--- src/multiword_divide_by_word_macros.svh ---
// Assertion macros for the multiword divide-by-word block.
// Used by multiword_divide_by_word.sv; needs signals clock and reset in scope.
`ifndef MULTIWORD_DIVIDE_BY_WORD_MACROS_SVH
`define MULTIWORD_DIVIDE_BY_WORD_MACROS_SVH

// Property checked on every rising clock edge, off while reset is high.
`define MDW_ASSERT(label, prop, msg) \
   label: assert property (@(posedge clock) disable iff (reset) prop) else $error(msg);

// Condition that must never be seen on a rising clock edge.
`define MDW_NEVER(label, cond, msg) \
   label: assert property (@(posedge clock) disable iff (reset) !(cond)) else $error(msg);

`endif

--- src/mdw_pkg.sv ---
// Shared constants and types for the multiword divide-by-word block.
// No dependencies.
package mdw_pkg;

   localparam int unsigned LIMB_BITS  = 64;
   localparam int unsigned WORD_BITS  = 64;
   localparam int unsigned CNT_W      = $clog2(LIMB_BITS);
   localparam int unsigned RSP_DATA_W = 3 * WORD_BITS;
   localparam int unsigned CSR_ADDR_W = 4;
   localparam int unsigned CSR_DATA_W = 64;

   // Register index, taken from byte address bit 3 (8-byte spacing).
   localparam logic REG_DIVISOR = 1'b0;

   localparam logic [WORD_BITS-1:0] DIVISOR_RESET = WORD_BITS'(1);

   typedef enum logic [1:0] {
      ST_IDLE,
      ST_DIVIDE,
      ST_FINISH
   } state_type;

endpackage

--- src/multiword_divide_by_word.sv ---
// Short division of a multiword number by the 64-bit divisor register.
// Depends on mdw_pkg.sv and multiword_divide_by_word_macros.svh.
//
//  channel | direction | tdata (low bit up)                     | tlast      | tuser
//  req     | in        | limb                                   | final_limb | negative
//  rsp     | out       | quotient_limb, remainder_out, modulus  | last_out   | quotient_negative
//  csr     | in/out    | APB, divisor at byte address 0         | -          | -
//
// A request is taken only in idle, so each is divided fully before the next: accept in idle,
// one restoring step per limb bit in the divide state (64 steps, each a 65-bit subtract on the
// running remainder), then the finish state forms the modulus and loads the output register.
// Synchronous active-high reset: running remainder 0, divisor 1, no response held.
// A stalled response holds in the output register; the next request is still
// accepted and divided, and waits in the finish cycle until the register frees.
`include "multiword_divide_by_word_macros.svh"

module multiword_divide_by_word (
   input  logic                                 clock,
   input  logic                                 reset,
   // requests
   input  logic                                 req_tvalid,
   output logic                                 req_tready,
   input  logic [mdw_pkg::WORD_BITS-1:0]        req_tdata,  // [63:0] limb
   input  logic                                 req_tlast,  // final_limb
   input  logic                                 req_tuser,  // negative
   // responses
   output logic                                 rsp_tvalid,
   input  logic                                 rsp_tready,
   // [63:0] quotient_limb, [127:64] remainder_out, [191:128] modulus_out
   output logic [mdw_pkg::RSP_DATA_W-1:0]       rsp_tdata,
   output logic                                 rsp_tlast,  // last_out
   output logic                                 rsp_tuser,  // quotient_negative
   // configuration
   input  logic                                 csr_psel,
   input  logic                                 csr_penable,
   input  logic                                 csr_pwrite,
   input  logic [mdw_pkg::CSR_ADDR_W-1:0]       csr_paddr,
   input  logic [mdw_pkg::CSR_DATA_W-1:0]       csr_pwdata,
   output logic [mdw_pkg::CSR_DATA_W-1:0]       csr_prdata,
   output logic                                 csr_pready
);

   localparam int unsigned LB = mdw_pkg::LIMB_BITS;
   localparam int unsigned WB = mdw_pkg::WORD_BITS;
   localparam int unsigned CW = mdw_pkg::CNT_W;

   mdw_pkg::state_type state_ff, state_in;

   logic [WB-1:0] divisor_ff, divisor_in;
   logic [WB-1:0] rem_ff, rem_in;
   logic [LB-1:0] limb_ff, limb_in;
   logic [LB-1:0] quot_ff, quot_in;
   logic [CW-1:0] cnt_ff, cnt_in;
   logic          last_ff, last_in;
   logic          neg_ff, neg_in;

   logic          rsp_valid_ff, rsp_valid_in;
   logic [WB-1:0] rsp_quot_ff, rsp_quot_in;
   logic [WB-1:0] rsp_rem_ff, rsp_rem_in;
   logic [WB-1:0] rsp_mod_ff, rsp_mod_in;
   logic          rsp_last_ff, rsp_last_in;
   logic          rsp_neg_ff, rsp_neg_in;

   logic          req_accept;
   logic          out_load;
   logic          csr_write;
   logic [WB-1:0] shifted;
   logic [WB:0]   diff;
   logic          take;

   // ---------------- configuration ----------------
   assign csr_pready = 1'b1;
   assign csr_write  = csr_psel && csr_penable && csr_pwrite && csr_pready;

   always_comb begin
      divisor_in = divisor_ff;
      if (csr_write && (csr_paddr[3] == mdw_pkg::REG_DIVISOR)) begin
         divisor_in = csr_pwdata[WB-1:0];
      end
   end

   always_comb begin
      csr_prdata = '0;
      if (csr_paddr[3] == mdw_pkg::REG_DIVISOR) begin
         csr_prdata = mdw_pkg::CSR_DATA_W'(divisor_ff);
      end
   end

   // ---------------- control ----------------
   always_comb begin
      req_tready = (state_ff == mdw_pkg::ST_IDLE);
      req_accept = req_tvalid && req_tready;
      out_load   = (state_ff == mdw_pkg::ST_FINISH) && (!rsp_valid_ff || rsp_tready);
   end

   always_comb begin
      state_in = state_ff;
      unique case (state_ff)
         mdw_pkg::ST_IDLE: begin
            if (req_accept) begin
               state_in = mdw_pkg::ST_DIVIDE;
            end
         end
         mdw_pkg::ST_DIVIDE: begin
            if (cnt_ff == '0) begin
               state_in = mdw_pkg::ST_FINISH;
            end
         end
         mdw_pkg::ST_FINISH: begin
            if (out_load) begin
               state_in = mdw_pkg::ST_IDLE;
            end
         end
         default: state_in = mdw_pkg::ST_IDLE;
      endcase
   end

   // ---------------- restoring divider, one quotient bit per cycle ----------------
   // Carry out of the remainder's top bit forces a subtract: the partial value
   // then is at least 2^64 and is surely above the divisor.
   always_comb begin
      shifted = {rem_ff[WB-2:0], limb_ff[LB-1]};
      diff    = {1'b0, shifted} - {1'b0, divisor_ff};
      take    = rem_ff[WB-1] || !diff[WB];
   end

   always_comb begin
      rem_in  = rem_ff;
      limb_in = limb_ff;
      quot_in = quot_ff;
      cnt_in  = cnt_ff;
      last_in = last_ff;
      neg_in  = neg_ff;
      if (req_accept) begin
         limb_in = req_tdata[LB-1:0];
         quot_in = '0;
         cnt_in  = CW'(LB - 1);
         last_in = req_tlast;
         neg_in  = req_tuser;
      end else if (state_ff == mdw_pkg::ST_DIVIDE) begin
         rem_in  = take ? diff[WB-1:0] : shifted;
         limb_in = {limb_ff[LB-2:0], 1'b0};
         quot_in = {quot_ff[LB-2:0], take};
         cnt_in  = cnt_ff - CW'(1);
      end else if (out_load && last_ff) begin
         rem_in = '0;
      end
   end

   // ---------------- output register ----------------
   always_comb begin
      rsp_valid_in = rsp_valid_ff && !rsp_tready;
      rsp_quot_in  = rsp_quot_ff;
      rsp_rem_in   = rsp_rem_ff;
      rsp_mod_in   = rsp_mod_ff;
      rsp_last_in  = rsp_last_ff;
      rsp_neg_in   = rsp_neg_ff;
      if (out_load) begin
         rsp_valid_in = 1'b1;
         rsp_quot_in  = WB'(quot_ff);
         rsp_last_in  = last_ff;
         rsp_neg_in   = neg_ff;
         rsp_rem_in   = '0;
         rsp_mod_in   = '0;
         if (last_ff) begin
            rsp_rem_in = rem_ff;
            rsp_mod_in = (neg_ff && (rem_ff != '0)) ? (divisor_ff - rem_ff) : rem_ff;
         end
      end
   end

   assign rsp_tvalid = rsp_valid_ff;
   assign rsp_tdata  = {rsp_mod_ff, rsp_rem_ff, rsp_quot_ff};
   assign rsp_tlast  = rsp_last_ff;
   assign rsp_tuser  = rsp_neg_ff;

   // ---------------- registers ----------------
   always_ff @(posedge clock) begin
      if (reset) begin
         state_ff     <= mdw_pkg::ST_IDLE;
         divisor_ff   <= mdw_pkg::DIVISOR_RESET;
         rem_ff       <= '0;
         rsp_valid_ff <= 1'b0;
      end else begin
         state_ff     <= state_in;
         divisor_ff   <= divisor_in;
         rem_ff       <= rem_in;
         rsp_valid_ff <= rsp_valid_in;
      end
   end

   always_ff @(posedge clock) begin
      limb_ff     <= limb_in;
      quot_ff     <= quot_in;
      cnt_ff      <= cnt_in;
      last_ff     <= last_in;
      neg_ff      <= neg_in;
      rsp_quot_ff <= rsp_quot_in;
      rsp_rem_ff  <= rsp_rem_in;
      rsp_mod_ff  <= rsp_mod_in;
      rsp_last_ff <= rsp_last_in;
      rsp_neg_ff  <= rsp_neg_in;
   end

   // ---------------- assertions ----------------
   `MDW_ASSERT(a_accept_starts_divide, req_accept |=> (state_ff == mdw_pkg::ST_DIVIDE) && (cnt_ff == CW'(LB - 1)), "request accepted but divider not started")
   `MDW_ASSERT(a_last_clears_rem, (out_load && last_ff) |=> (rem_ff == '0), "running remainder not cleared after last limb")
   `MDW_ASSERT(a_load_returns_idle, out_load |=> (state_ff == mdw_pkg::ST_IDLE) && rsp_tvalid, "response load did not return to idle")
   `MDW_NEVER(a_rem_only_on_last, rsp_tvalid && !rsp_tlast && ((rsp_rem_ff != '0) || (rsp_mod_ff != '0)), "remainder fields nonzero on a limb that is not last")

endmodule

--- config.mk ---
export PLATFORM = sky130hd
export DESIGN_NAME = multiword_divide_by_word
export DESIGN_NICKNAME = d
export VERILOG_FILES = /design/src/mdw_pkg.sv /design/src/multiword_divide_by_word.sv
export VERILOG_INCLUDE_DIRS = /design/src /design/src/src
export SDC_FILE = /design/constraint.sdc
export NUM_CORES = 1
export LEC_CHECK = 0
export BUFFER_PORTS_ARGS = -buffer_cell sky130_fd_sc_hd__buf_2
export CAP_MARGIN = 30
export CELL_PAD_IN_SITES_DETAIL_PLACEMENT = 1
export CELL_PAD_IN_SITES_GLOBAL_PLACEMENT = 1
export CORE_MARGIN = 3
export CORE_UTILIZATION = 47
export DETAILED_ROUTE_END_ITERATION = 7
export PLACE_DENSITY = 0.95
export SYNTH_ARGS = -nofsm -noshare
export SYNTH_HDL_FRONTEND = slang
export SYNTH_SLANG_ARGS = --single-unit
--- constraint.sdc ---
create_clock -name clock -period 38 [get_ports clock]
set_input_delay 7.6 -clock clock [delete_from_list [all_inputs] [get_ports clock]]
set_output_delay 7.6 -clock clock [all_outputs]
set_load 0.05 [all_outputs]
---- Word level (Yosys, flattened, before mapping) ----
Index checks and enable logic that the tools add are counted.
word-level totals
  word-level logic and storage cells ...... 56
  output and inout bits ................... 261
  bits of input ports ..................... 141
  register bits after elaboration ......... 461
cells by class
  multiplexer cells ....................... 12
  reductions and logical operators ........ 20
  bitwise gates (word level) .............. 2
  equal/unequal tests ..................... 5
  add/subtract/negate cells ............... 3
operators with widths
  kind                                                    count
  two-way mux 64 bit                                      7
  subtractor 64 x 64 -> 65 bit                            1
  nonzero test 64 bit                                     1
  subtractor 64 bit                                       1
  logical AND 1 bit                                       8
  logical NOT 6 bit                                       1
  two-way mux 2 bit                                       3
  one-hot mux 2 bit (3 select lines)                      1
  subtractor 6 x 1 -> 6 bit (second input constant)       1
  inequality test 2 bit (second input constant)           2
  nonzero test 2 bit                                      2
  logical NOT 1 bit                                       3
  AND reduction 3 bit                                     1
  equality test 2 x 1 -> 1 bit (second input constant)    1
  equality test 2 bit (second input constant)             1
  logical NOT 2 bit                                       1
  logical OR 1 bit                                        2
  inequality test 2 x 1 -> 1 bit (second input constant)  1
  NOT 1 bit                                               2
  AND reduction 2 bit                                     1
  two-way mux 1 bit                                       1

---- Longest topological paths before layout ----
Gate-level depths: netlist (run 1).
  depth in word-level cells ............... 6
  depth in mapped cells ................... 17
  gate-level depth less buffers ........... 15

---- Least setup slack after synthesis (run 1) ----
OpenSTA, ideal clock, no wires.
  path kind ............................... input -> register
  from .................................... input port rsp_tready
  to ...................................... register rem_ff[29]
  path buffers ............................ 2
  stages on the path ...................... 7
  data arrival time ....................... 18.096 ns
  path slack .............................. 19.776 ns
  required time ........................... 37.872 ns
  setup time .............................. 0.128 ns
  cell sequence ........................... nand2b_1 nor2b_1 a211oi_1 clkbuf_1 clkbuf_1 a32oi_1 o31ai_1
on the way
  word-level cells in the longest chain between the ends .. 5
ends and longest elaborated chain
  item                                  RTL line                         source
  from (decl)                           multiword_divide_by_word.sv:28   input logic rsp_tready,
  logical OR 1 bit                      multiword_divide_by_word.sv:93   out_load = (state_ff == mdw_pkg::ST_FINISH) && (!rsp_valid_ff || rsp_tready);
  logical AND 1 bit                     multiword_divide_by_word.sv:93
  via out_load                          multiword_divide_by_word.sv:65   logic out_load;
  logical AND 1 bit                     multiword_divide_by_word.sv:145  end else if (out_load && last_ff) begin
  nonzero test 2 bit (no source line)   n/a
  AND reduction 2 bit (no source line)  n/a
  to (signal assigned)                  multiword_divide_by_word.sv:187  rem_ff <= rem_in;
  to (decl)                             multiword_divide_by_word.sv:50   logic [WB-1:0] rem_ff, rem_in;
The timed path passes the listed nets, and every way through them passes these cells.
A chain may end at the register's enable or synchronous reset.

---- Final worst setup path (run 1) ----
  from .................................... input port csr_paddr[3] in the netlist's numbering
  to ...................................... output port csr_prdata[40] in the netlist's numbering
on the way
  word-level cells in the longest chain between the ends .. 1
ends and longest elaborated chain
  item                RTL line                        source
  from (decl)         multiword_divide_by_word.sv:37  input logic [mdw_pkg::CSR_ADDR_W-1:0] csr_paddr,
  two-way mux 64 bit  multiword_divide_by_word.sv:84  if (csr_paddr[3] == mdw_pkg::REG_DIVISOR) begin
  to (decl)           multiword_divide_by_word.sv:39  output logic [mdw_pkg::CSR_DATA_W-1:0] csr_prdata,
No other way between the ends.

==> flow_summary.yaml, run 1 <==
critical_path:
  r2r-start: "limb_ff[63]$_DFFE_PP_"
  cp-endpoint: "csr_prdata[40]"
  worst-path-buf-inv: 3
  path_cells: "buf_2 > buf_4 > nor2_1 > buf_2"
  startpoint_type: "input pin"
  slowest_delay_ns: 0.59
  cp.required_ns: 30.40
  r2r-end: "rem_ff[36]$_SDFFE_PP0P_"
  crit_type: "in -> out"
  crit_family: "buffers and inverters"
  crit_arrival_ns: 8.75
  cp_max_fo: 66
  rrSetupSlack_ns: 33.31
  crit_cells: 4
  cp_slowest_cell: "buf_4"
  end_kind: "output port"
  crit_top_cell: "buf_2"
  worst-r2r-cell-count: 15
  critPathLaunch: "csr_paddr[3]"
cts:
  clk_latency_ns: 0.66
  cts_num_sinks: 461
  cts_made_buffers: 51
  cts_max_path_buffers: 3
  ctsResizeCount: 0
  post_cts_buffers: 0
  cts_tree: "built"
  post_cts_hold_buffer_count: 0
  path_clk_slew_ns: 0.07
  htree_levels: 2
  root_buffer: "clkbuf_16"
logic_synthesis:
  synth-edff-count: 260
  synth_nets: 3145
  yosysUniqueCellTypes: 82
  synth_xor_area_share_pct: 4.11
  synth_mux_area_share_pct: 0.578
  async_flop_share_pct: 0
  seq_area_frac_synth_pct: 46.7
  synthTopCellsByArea: "edfxtp_1, dfxtp_1, nand2_1"
  synth_top_area_share_pct: 30.8
  yosys_warnings: 0
  synth_fa_ha_area_share_pct: 6.53
  synth-main-ff-cell: "edfxtp_1"
  syn_inst: 2873
  yosysMostFrequentCell: "nand2_1"
  synth_compound_area_share_pct: 18.5
  synth-seq-cells: 461
  syn_avg_cell_area_um2: 8.82
  synth_area_mm2: 0.0253
  synth_top_family_by_area: "compound AO/OA/AOI/OAI gates"
  synth-simple-area-share_pct: 18.4
  yosysTopAreaCell: "edfxtp_1"
  synthTopCellsByCount: "nand2_1, edfxtp_1, a21oi_1, dfxtp_1"
route:
  ant_nets: 0
  drt-initial-drc-count: 1936
  drt_pass1_iterations: 5
  wl_per_cell_um: 24.8
  viasPerCell: 6.02
  drc: 0
  totalWireLength_mm: 96.8
  via_count: 23500
timing:
  tns_ns: 0
  worstMarginPinSlew_ns: 1.27
  period_share_pct: 43.0
  fmax_ghz: 0.0612
  worst_slack_ns: 21.65
  report.final.slew_viol_count: 0
  rsz0062_at_grt: "no"
  setup_viol: 0
  finalCriticalPeriod_ns: 16.35
  hold_viol: 0
  max-slew-margin-rel_pct: 15.3
  skew_ns: 0.0607
pwr:
  vdd_ir_drop_max_mv: 0.0861
  power_density_mw_per_mm2: 80.5
  p_leak_uw: 0.0127
finish:
  postLayoutCellArea_mm2: 0.0295
  drive_above_1_share_pct: 16.6
  num-fill-cells: 6212
  final_nets: 3444
  area_growth_pct: 16.5
run_status:
  status: "completed"
grt:
  grt_first_pass_wirelength_mm: 147
  antenna_found_initial: 4
  overflow: 0
  grt_pass1_vias: 24700
  grtUsageTotal_pct: 33.3
  grt_max_degree: 195
die:
  ios: 402
  row_count: 84
  die_height_um: 238
  start_util_pct: 47.8
  core_area_mm2: 0.0530
  die_area_mm2: 0.0567
  fp.dieW_um: 238
placement:
  preCtsSetupSlack_ns: 21.69
  post-dp-hpwl_mm: 68.1
  portBuffers: 397
  gp_congestion: 0.950
  place_area_mm2: 0.0277
worst_hold_path:
  min_path_type: "reg -> reg"
run:
  cap_viol_max_count: 0
==> placed cells by master, fill, tap and decap left out, drive strengths merged, types with 32 or more instances in the layout <==
master / netlist / layout
xor2: 51 / 51
a21oi: 260 / 260
buf: 34 / 417
nand4: 34 / 34
nor2: 186 / 186
nand2: 604 / 604
xnor2: 68 / 68
clkbuf: 137 / 69
a22o: 32 / 32
inv: 162 / 165
dfxtp: 201 / 201
a21o: 90 / 90
o21ai: 208 / 208
ha: 129 / 129
nor2b: 50 / 50
edfxtp: 260 / 260
and2: 75 / 75
==> worst min-delay path by stage <==
| stage | start | to | slack [ns] | cells after the start |
|---|---|---|---|---|
| 2_1_floorplan | quot_ff[63]$_SDFFE_PP0P_ | rsp_quot_ff[63]$_DFFE_PP_ | 0.41 | 0 |
| 3_3_place_gp | quot_ff[63]$_SDFFE_PP0P_ | rsp_quot_ff[63]$_DFFE_PP_ | 0.42 | 0 |
| 3_5_place_dp | quot_ff[63]$_SDFFE_PP0P_ | rsp_quot_ff[63]$_DFFE_PP_ | 0.44 | 0 |
| 4_1_cts | quot_ff[63]$_SDFFE_PP0P_ | rsp_quot_ff[63]$_DFFE_PP_ | 0.46 | 0 |
| 5_1_grt | quot_ff[63]$_SDFFE_PP0P_ | rsp_quot_ff[63]$_DFFE_PP_ | 0.47 | 0 |
| 6_report | quot_ff[63]$_SDFFE_PP0P_ | rsp_quot_ff[63]$_DFFE_PP_ | 0.46 | 0 |
==> layer usage <==
metal  GRT usage [%]  vias up  wire length [µm]
li1                -    10600                 -
met1            41.7    11600             38900
met2            56.1     1035             46200
met3            6.02      264              6940
met4            15.2        2              4820
met5               0        -                 7
==> flip-flops by register name, summed over array words and instances, names as in the netlist <==
signal	cells
cnt_ff	6
rsp_rem_ff	64
last_ff	1
rsp_mod_ff	64
rsp_tuser	1
rsp_quot_ff	64
divisor_ff	64
quot_ff	64
rsp_tlast	1
neg_ff	1
state_ff	2
limb_ff	64
rem_ff	64
rsp_tvalid	1
==> cells by family (layout without fill, tap and decap cells) <==
family	Yosys count	in the layout
AO/OA/AOI/OAI	750	750
XOR/XNOR	119	119
adder cells (fa/ha/maj)	131	131
buffers and inverters	333	675
flip-flops	461	461
multiplexers	14	14
other	1	2
AND/OR/NAND/NOR	1064	1064
==> final cells by class <==
type	instances	area, µm²	area share, %
Antenna cell	1	2.50	0.00848
Clock inverter	27	385	1.31
Sequential cell	461	11800	40.1
Inverter	162	608	2.06
Timing Repair Buffer	417	2170	7.35
Tap cell	688	861	2.92
Multi-Input combinational cell	2079	12200	41.5
Clock buffer	69	1410	4.79
==> through the flow <==
| stage | hold slack (ns) | utilization (%) | instances | total power (µW) |
|---|---|---|---|---|
| CTS | 0.455 | 55.7 | 3903 | 2350 |
| detailed placement | 0.441 | 52.3 | 3807 | 1810 |
| finish | 0.461 | 55.7 | 3904 | 2370 |
| floorplan | 0.408 | - | 2873 | 1520 |
| global placement | 0.418 | 52.3 | 3806 | 1760 |
| global route | 0.471 | 55.7 | 3903 | 2510 |
==> report_power, final <==
group | internal, µW | switching [µW] | total (µW)
clock | 306 | 228 | 534
combinational | 463 | 746 | 1210
sequential | 571 | 59.7 | 631
Power figures use the tool's default switching activity.
==> run 2, diff against run 1 <==
Settings changed: ABC_AREA set to 1, CORE_UTILIZATION 47 to 42, PLACE_DENSITY 0.95 to 0.9.
Clock period 38 ns to 16.01 ns, I/O delays scaled along.
==> flow_summary.yaml, run 2 <==
cts:
  htree_levels: 2
  post_cts_hold_buffer_count: 0
  cts_num_sinks: 461
  cts_max_path_buffers: 3
  post_cts_buffers: 0
  root_buffer: "clkbuf_16"
  cts_made_buffers: 51
  path_clk_slew_ns: 0.06
  cts_tree: "built"
  clk_latency_ns: 0.63
  ctsResizeCount: 0
timing:
  fmax_ghz: 0.132
  worstMarginPinSlew_ns: 1.05
  tns_ns: 0
  hold_viol: 0
  setup_viol: 0
  finalCriticalPeriod_ns: 7.59
  period_share_pct: 47.4
  max-slew-margin-rel_pct: 29.4
  skew_ns: 0.0234
  report.final.slew_viol_count: 0
  hold_ws_ns: 0.429
  rsz0062_at_grt: "no"
logic_synthesis:
  syn_avg_cell_area_um2: 7.00
  synth_nets: 4414
  yosysUniqueCellTypes: 47
  synth-seq-cells: 461
  synth-main-ff-cell: "edfxtp_1"
  synth_mux_area_share_pct: 0
  seq_area_frac_synth_pct: 40.8
  synthTopCellsByCount: "nand2_1, inv_1, nor2_1, a21oi_1, nand3_1"
  yosysMostFrequentCell: "nand2_1"
  synth-simple-area-share_pct: 28.9
  synth_top_family_by_area: "simple AND/OR/NAND/NOR gates"
  synthTopCellsByArea: "edfxtp_1, nand2_1, dfxtp_1"
  synth_xor_area_share_pct: 1.81
  async_flop_share_pct: 0
  yosysTopAreaCell: "edfxtp_1"
  synth_area_mm2: 0.0290
  syn_inst: 4142
  synth-edff-count: 260
  synth_compound_area_share_pct: 10.4
  yosys_warnings: 0
  synth_top_area_share_pct: 26.9
  synth_fa_ha_area_share_pct: 5.70
pwr:
  net-switching-power_uw: 3500
  sequentialPowerShare_pct: 22.1
  power_density_mw_per_mm2: 200
  p_comb_share_pct: 59.5
  clkPwrFrac_pct: 18.3
  cell_internal_pwr_uw: 3220
  p_leak_uw: 0.0174
  power.total_uw: 6710
  switching_share_pct: 52.1
  vdd_ir_drop_max_mv: 0.161
route:
  totalWireLength_mm: 124
  viasPerCell: 5.49
  ant_nets: 0
  drt-initial-drc-count: 2913
  drc: 0
  drt_pass1_iterations: 6
  wl_per_cell_um: 22.8
  via_count: 29800
die:
  die_height_um: 269
  ios: 402
  start_util_pct: 42.8
  row_count: 95
  fp.dieW_um: 269
  die_area_mm2: 0.0722
  core_area_mm2: 0.0678
placement:
  portBuffers: 397
  gp_congestion: 1.00
  dp_cells: 5320
  post-dp-hpwl_mm: 97.0
worst_hold_path:
  min_path_type: "reg -> reg"
finish:
  area_growth_pct: 15.8
  fin_util_pct: 49.6
  final_nets: 4774
  final_common_cell: "nand2_1"
  drive_above_1_share_pct: 12.9
  finalNonFillerCells: 5428
  final_cell_mix: "nand2_1, inv_1, buf_2"
critical_path:
  cp_slowest_cell: "buf_4"
  cp_max_fo: 65
  slowest_delay_ns: 0.61
  cp.required_ns: 12.81
  crit_type: "in -> out"
  path_cells: "buf_2 > buf_4 > nor2_1 > buf_2"
  end_kind: "output port"
  crit_top_cell: "buf_2"
  crit_arrival_ns: 4.39
  startpoint_type: "input pin"
grt:
  grt_max_degree: 94
  grt_first_pass_wirelength_mm: 181
  antenna_found_initial: 10
  overflow: 0
  grt_pass1_vias: 30400
  grtUsageTotal_pct: 33.1
run_status:
  status: "completed"
run:
  cap_viol_max_count: 0
run 2: worst paths after layout:
path / end / cells after the start / from / slack (ns)
hold / removal: rsp_quot_ff[62]$_DFFE_PP_ / 0 / quot_ff[62]$_SDFFE_PP0P_ / 0.43
setup reg to reg: rem_ff[50]$_SDFFE_PP0P_ / 12 / divisor_ff[60]$_SDFFE_PP0P_ / 12.10
hold reg to reg: rsp_quot_ff[62]$_DFFE_PP_ / 0 / quot_ff[62]$_SDFFE_PP0P_ / 0.43
setup / recovery: csr_prdata[60] / 4 / csr_paddr[3] / 8.42
run 2: logic make-up after synthesis:
logic type / Yosys count
simple gates: 2011
buf+inv: 921
compound gates: 557
xor+xnor: 60
fa+ha+maj: 131
flops: 461
other cells: 1
run 2: cell type report:
type | count | area, µm²
fill | 8817 | 34200
multi-input combinational | 2760 | 13600
sequential | 461 | 11800
inverter | 808 | 3040
timing repair buffer | 420 | 2240
clock buffer | 69 | 1490
tap | 873 | 1090
clock inverter | 27 | 246
antenna | 10 | 25.0
run 2: critical path, delay by kind of cell:
family        cells  cell delay, ns
buf+inv           3            0.95
simple gates      1            0.18
run 2: through the flow:
stage               instance area, µm²  worst slack, ns
floorplan                        29000             3.66
global placement                 31700             8.58
detailed placement               31800             8.49
CTS                              33500             8.46
global route                     33600             8.38
finish                           33600             8.42
run 2: per-layer routing:
layer / up-vias / wire length [µm] / track usage [%]
li1: 13900 / - / -
met1: 14300 / 50600 / 42.6
met2: 1356 / 57500 / 55.1
met3: 286 / 9840 / 5.46
met4: 0 / 6010 / 14.4
met5: - / 0 / 0
run 2: power by group through the flow:
stage          sequential (µW)  clock [µW]  combinational [µW]
5_1_grt                   1490        1290                4380
4_1_cts                   1480        1240                3930
3_5_place_dp              1500           0                3880
3_3_place_gp              1490           0                3780
2_1_floorplan             1530           0                2710
6_report                  1490        1230                4000
==> run 3, diff against run 2 <==
Settings changed: ABC_AREA 1 to 0, CORE_UTILIZATION 42 to 39, PLACE_DENSITY 0.9 to 0.86.
Clock period 16.01 ns to 6.4 ns, I/O delays scaled along.
==> flow_summary.yaml, run 3 (synthesis gave the netlist of run 1 again) <==
pwr:
  p_leak_uw: 0.0127
  power_density_mw_per_mm2: 466
  vdd_ir_drop_max_mv: 0.353
cts:
  cts_made_buffers: 51
  cts_tree: "built"
  cts_max_path_buffers: 3
  ctsResizeCount: 0
  root_buffer: "clkbuf_16"
  post_cts_buffers: 0
  htree_levels: 2
  cts_num_sinks: 461
  clk_latency_ns: 0.63
  post_cts_hold_buffer_count: 0
  path_clk_slew_ns: 0.07
timing:
  worstMarginPinSlew_ns: 0.993
  skew_ns: 0.0357
  hold_ws_ns: 0.456
  setup_viol: 0
  period_share_pct: 73.2
  finalCriticalPeriod_ns: 4.68
  max-slew-margin-rel_pct: 33.8
  hold_viol: 0
  rsz0062_at_grt: "no"
  fmax_ghz: 0.214
  report.final.slew_viol_count: 0
  tns_ns: 0
  worst_slack_ns: 1.72
route:
  drt_pass1_iterations: 5
  wl_per_cell_um: 21.0
  viasPerCell: 5.53
  ant_nets: 0
  wl_met2_mm: 40.4
  via_count: 22500
  route.top_layer_used: "met5"
  drc: 0
  totalWireLength_mm: 85.5
  drt-met1-wl_mm: 36.0
  met3WireLength_mm: 6.82
  drt-initial-drc-count: 1528
finish:
  final_cell_mix: "nand2_1, buf_2, edfxtp_1"
  final_nets: 3445
  final_common_cell: "nand2_1"
  area_growth_pct: 17.5
  postLayoutCellArea_mm2: 0.0298
  drive_above_1_share_pct: 16.9
  fin_util_pct: 46.8
die:
  ios: 402
  core_area_mm2: 0.0637
  fp.dieW_um: 261
  die_height_um: 261
  row_count: 92
  start_util_pct: 39.8
  die_area_mm2: 0.0681
critical_path:
  cp_max_fo: 41
  cp_slowest_cell: "a41oi_4"
  end_kind: "register"
  startpoint_type: "register"
  cp.required_ns: 6.90
  path_cells: "inv_1 > ha_1 > inv_1 > fa_1 > a211oi_1 > o21ai_2 > a31oi_2 > o21a_1 > o211ai_2 > a31oi_4 > o31ai_4 > a41oi_4 > buf_4 > o21ai_0 > a22o_1"
  crit_top_cell: "inv_1"
  worst-path-buf-inv: 3
  crit_family: "compound AO/OA/AOI/OAI gates"
  crit_arrival_ns: 5.18
  slowest_delay_ns: 0.73
  crit_type: "reg -> reg"
placement:
  post-dp-hpwl_mm: 61.3
  place_area_mm2: 0.0279
  gp_congestion: 0.906
  preCtsSetupSlack_ns: 1.79
  portBuffers: 397
grt:
  grt_pass1_vias: 22900
  grtUsageTotal_pct: 24.4
  antenna_found_initial: 10
  overflow: 0
  grt_first_pass_wirelength_mm: 130
  grt_max_degree: 150
run:
  cap_viol_max_count: 0
run_status:
  status: "completed"
worst_hold_path:
  min_path_type: "reg -> reg"
## run 3: power by group
part / total [µW] / switching (µW) / internal [µW]
clock: 3170 / 1350 / 1820
combinational: 7030 / 4250 / 2780
sequential: 3690 / 299 / 3390
total: 13900 / 5900 / 7990
## run 3: area by class of cell
| class | count | area, µm² |
|---|---|---|
| Multi-Input combinational cell | 2079 | 12200 |
| Fill cell | 7494 | 33900 |
| Inverter | 162 | 609 |
| Antenna cell | 4 | 10.0 |
| Tap cell | 846 | 1060 |
| Clock buffer | 63 | 1390 |
| Sequential cell | 461 | 11800 |
| Clock inverter | 33 | 429 |
| Timing Repair Buffer | 418 | 2190 |
## run 3: final timing paths
| kind | from | end | slack [ns] | cells past startpoint |
|---|---|---|---|---|
| setup / recovery | limb_ff[63]$_DFFE_PP_ | rem_ff[27]$_SDFFE_PP0P_ | 1.72 | 15 |
| hold / removal | quot_ff[56]$_SDFFE_PP0P_ | rsp_quot_ff[56]$_DFFE_PP_ | 0.46 | 0 |
| setup reg to reg | limb_ff[63]$_DFFE_PP_ | rem_ff[27]$_SDFFE_PP0P_ | 1.72 | 15 |
| hold reg to reg | quot_ff[56]$_SDFFE_PP0P_ | rsp_quot_ff[56]$_DFFE_PP_ | 0.46 | 0 |
## run 3: per-layer routing
layer	track usage, %	vias to the layer above
met5	0	-
met4	6.89	14
met3	5.99	161
met2	41.1	708
met1	31.1	11000
li1	-	10600
## run 3: per-stage QoR
stage	total power, µW	instances
after floorplan	9020	2873
after global placement	10400	3965
after detailed placement	10600	3966
after CTS	13900	4062
after global routing	14800	4063
final	13900	4066
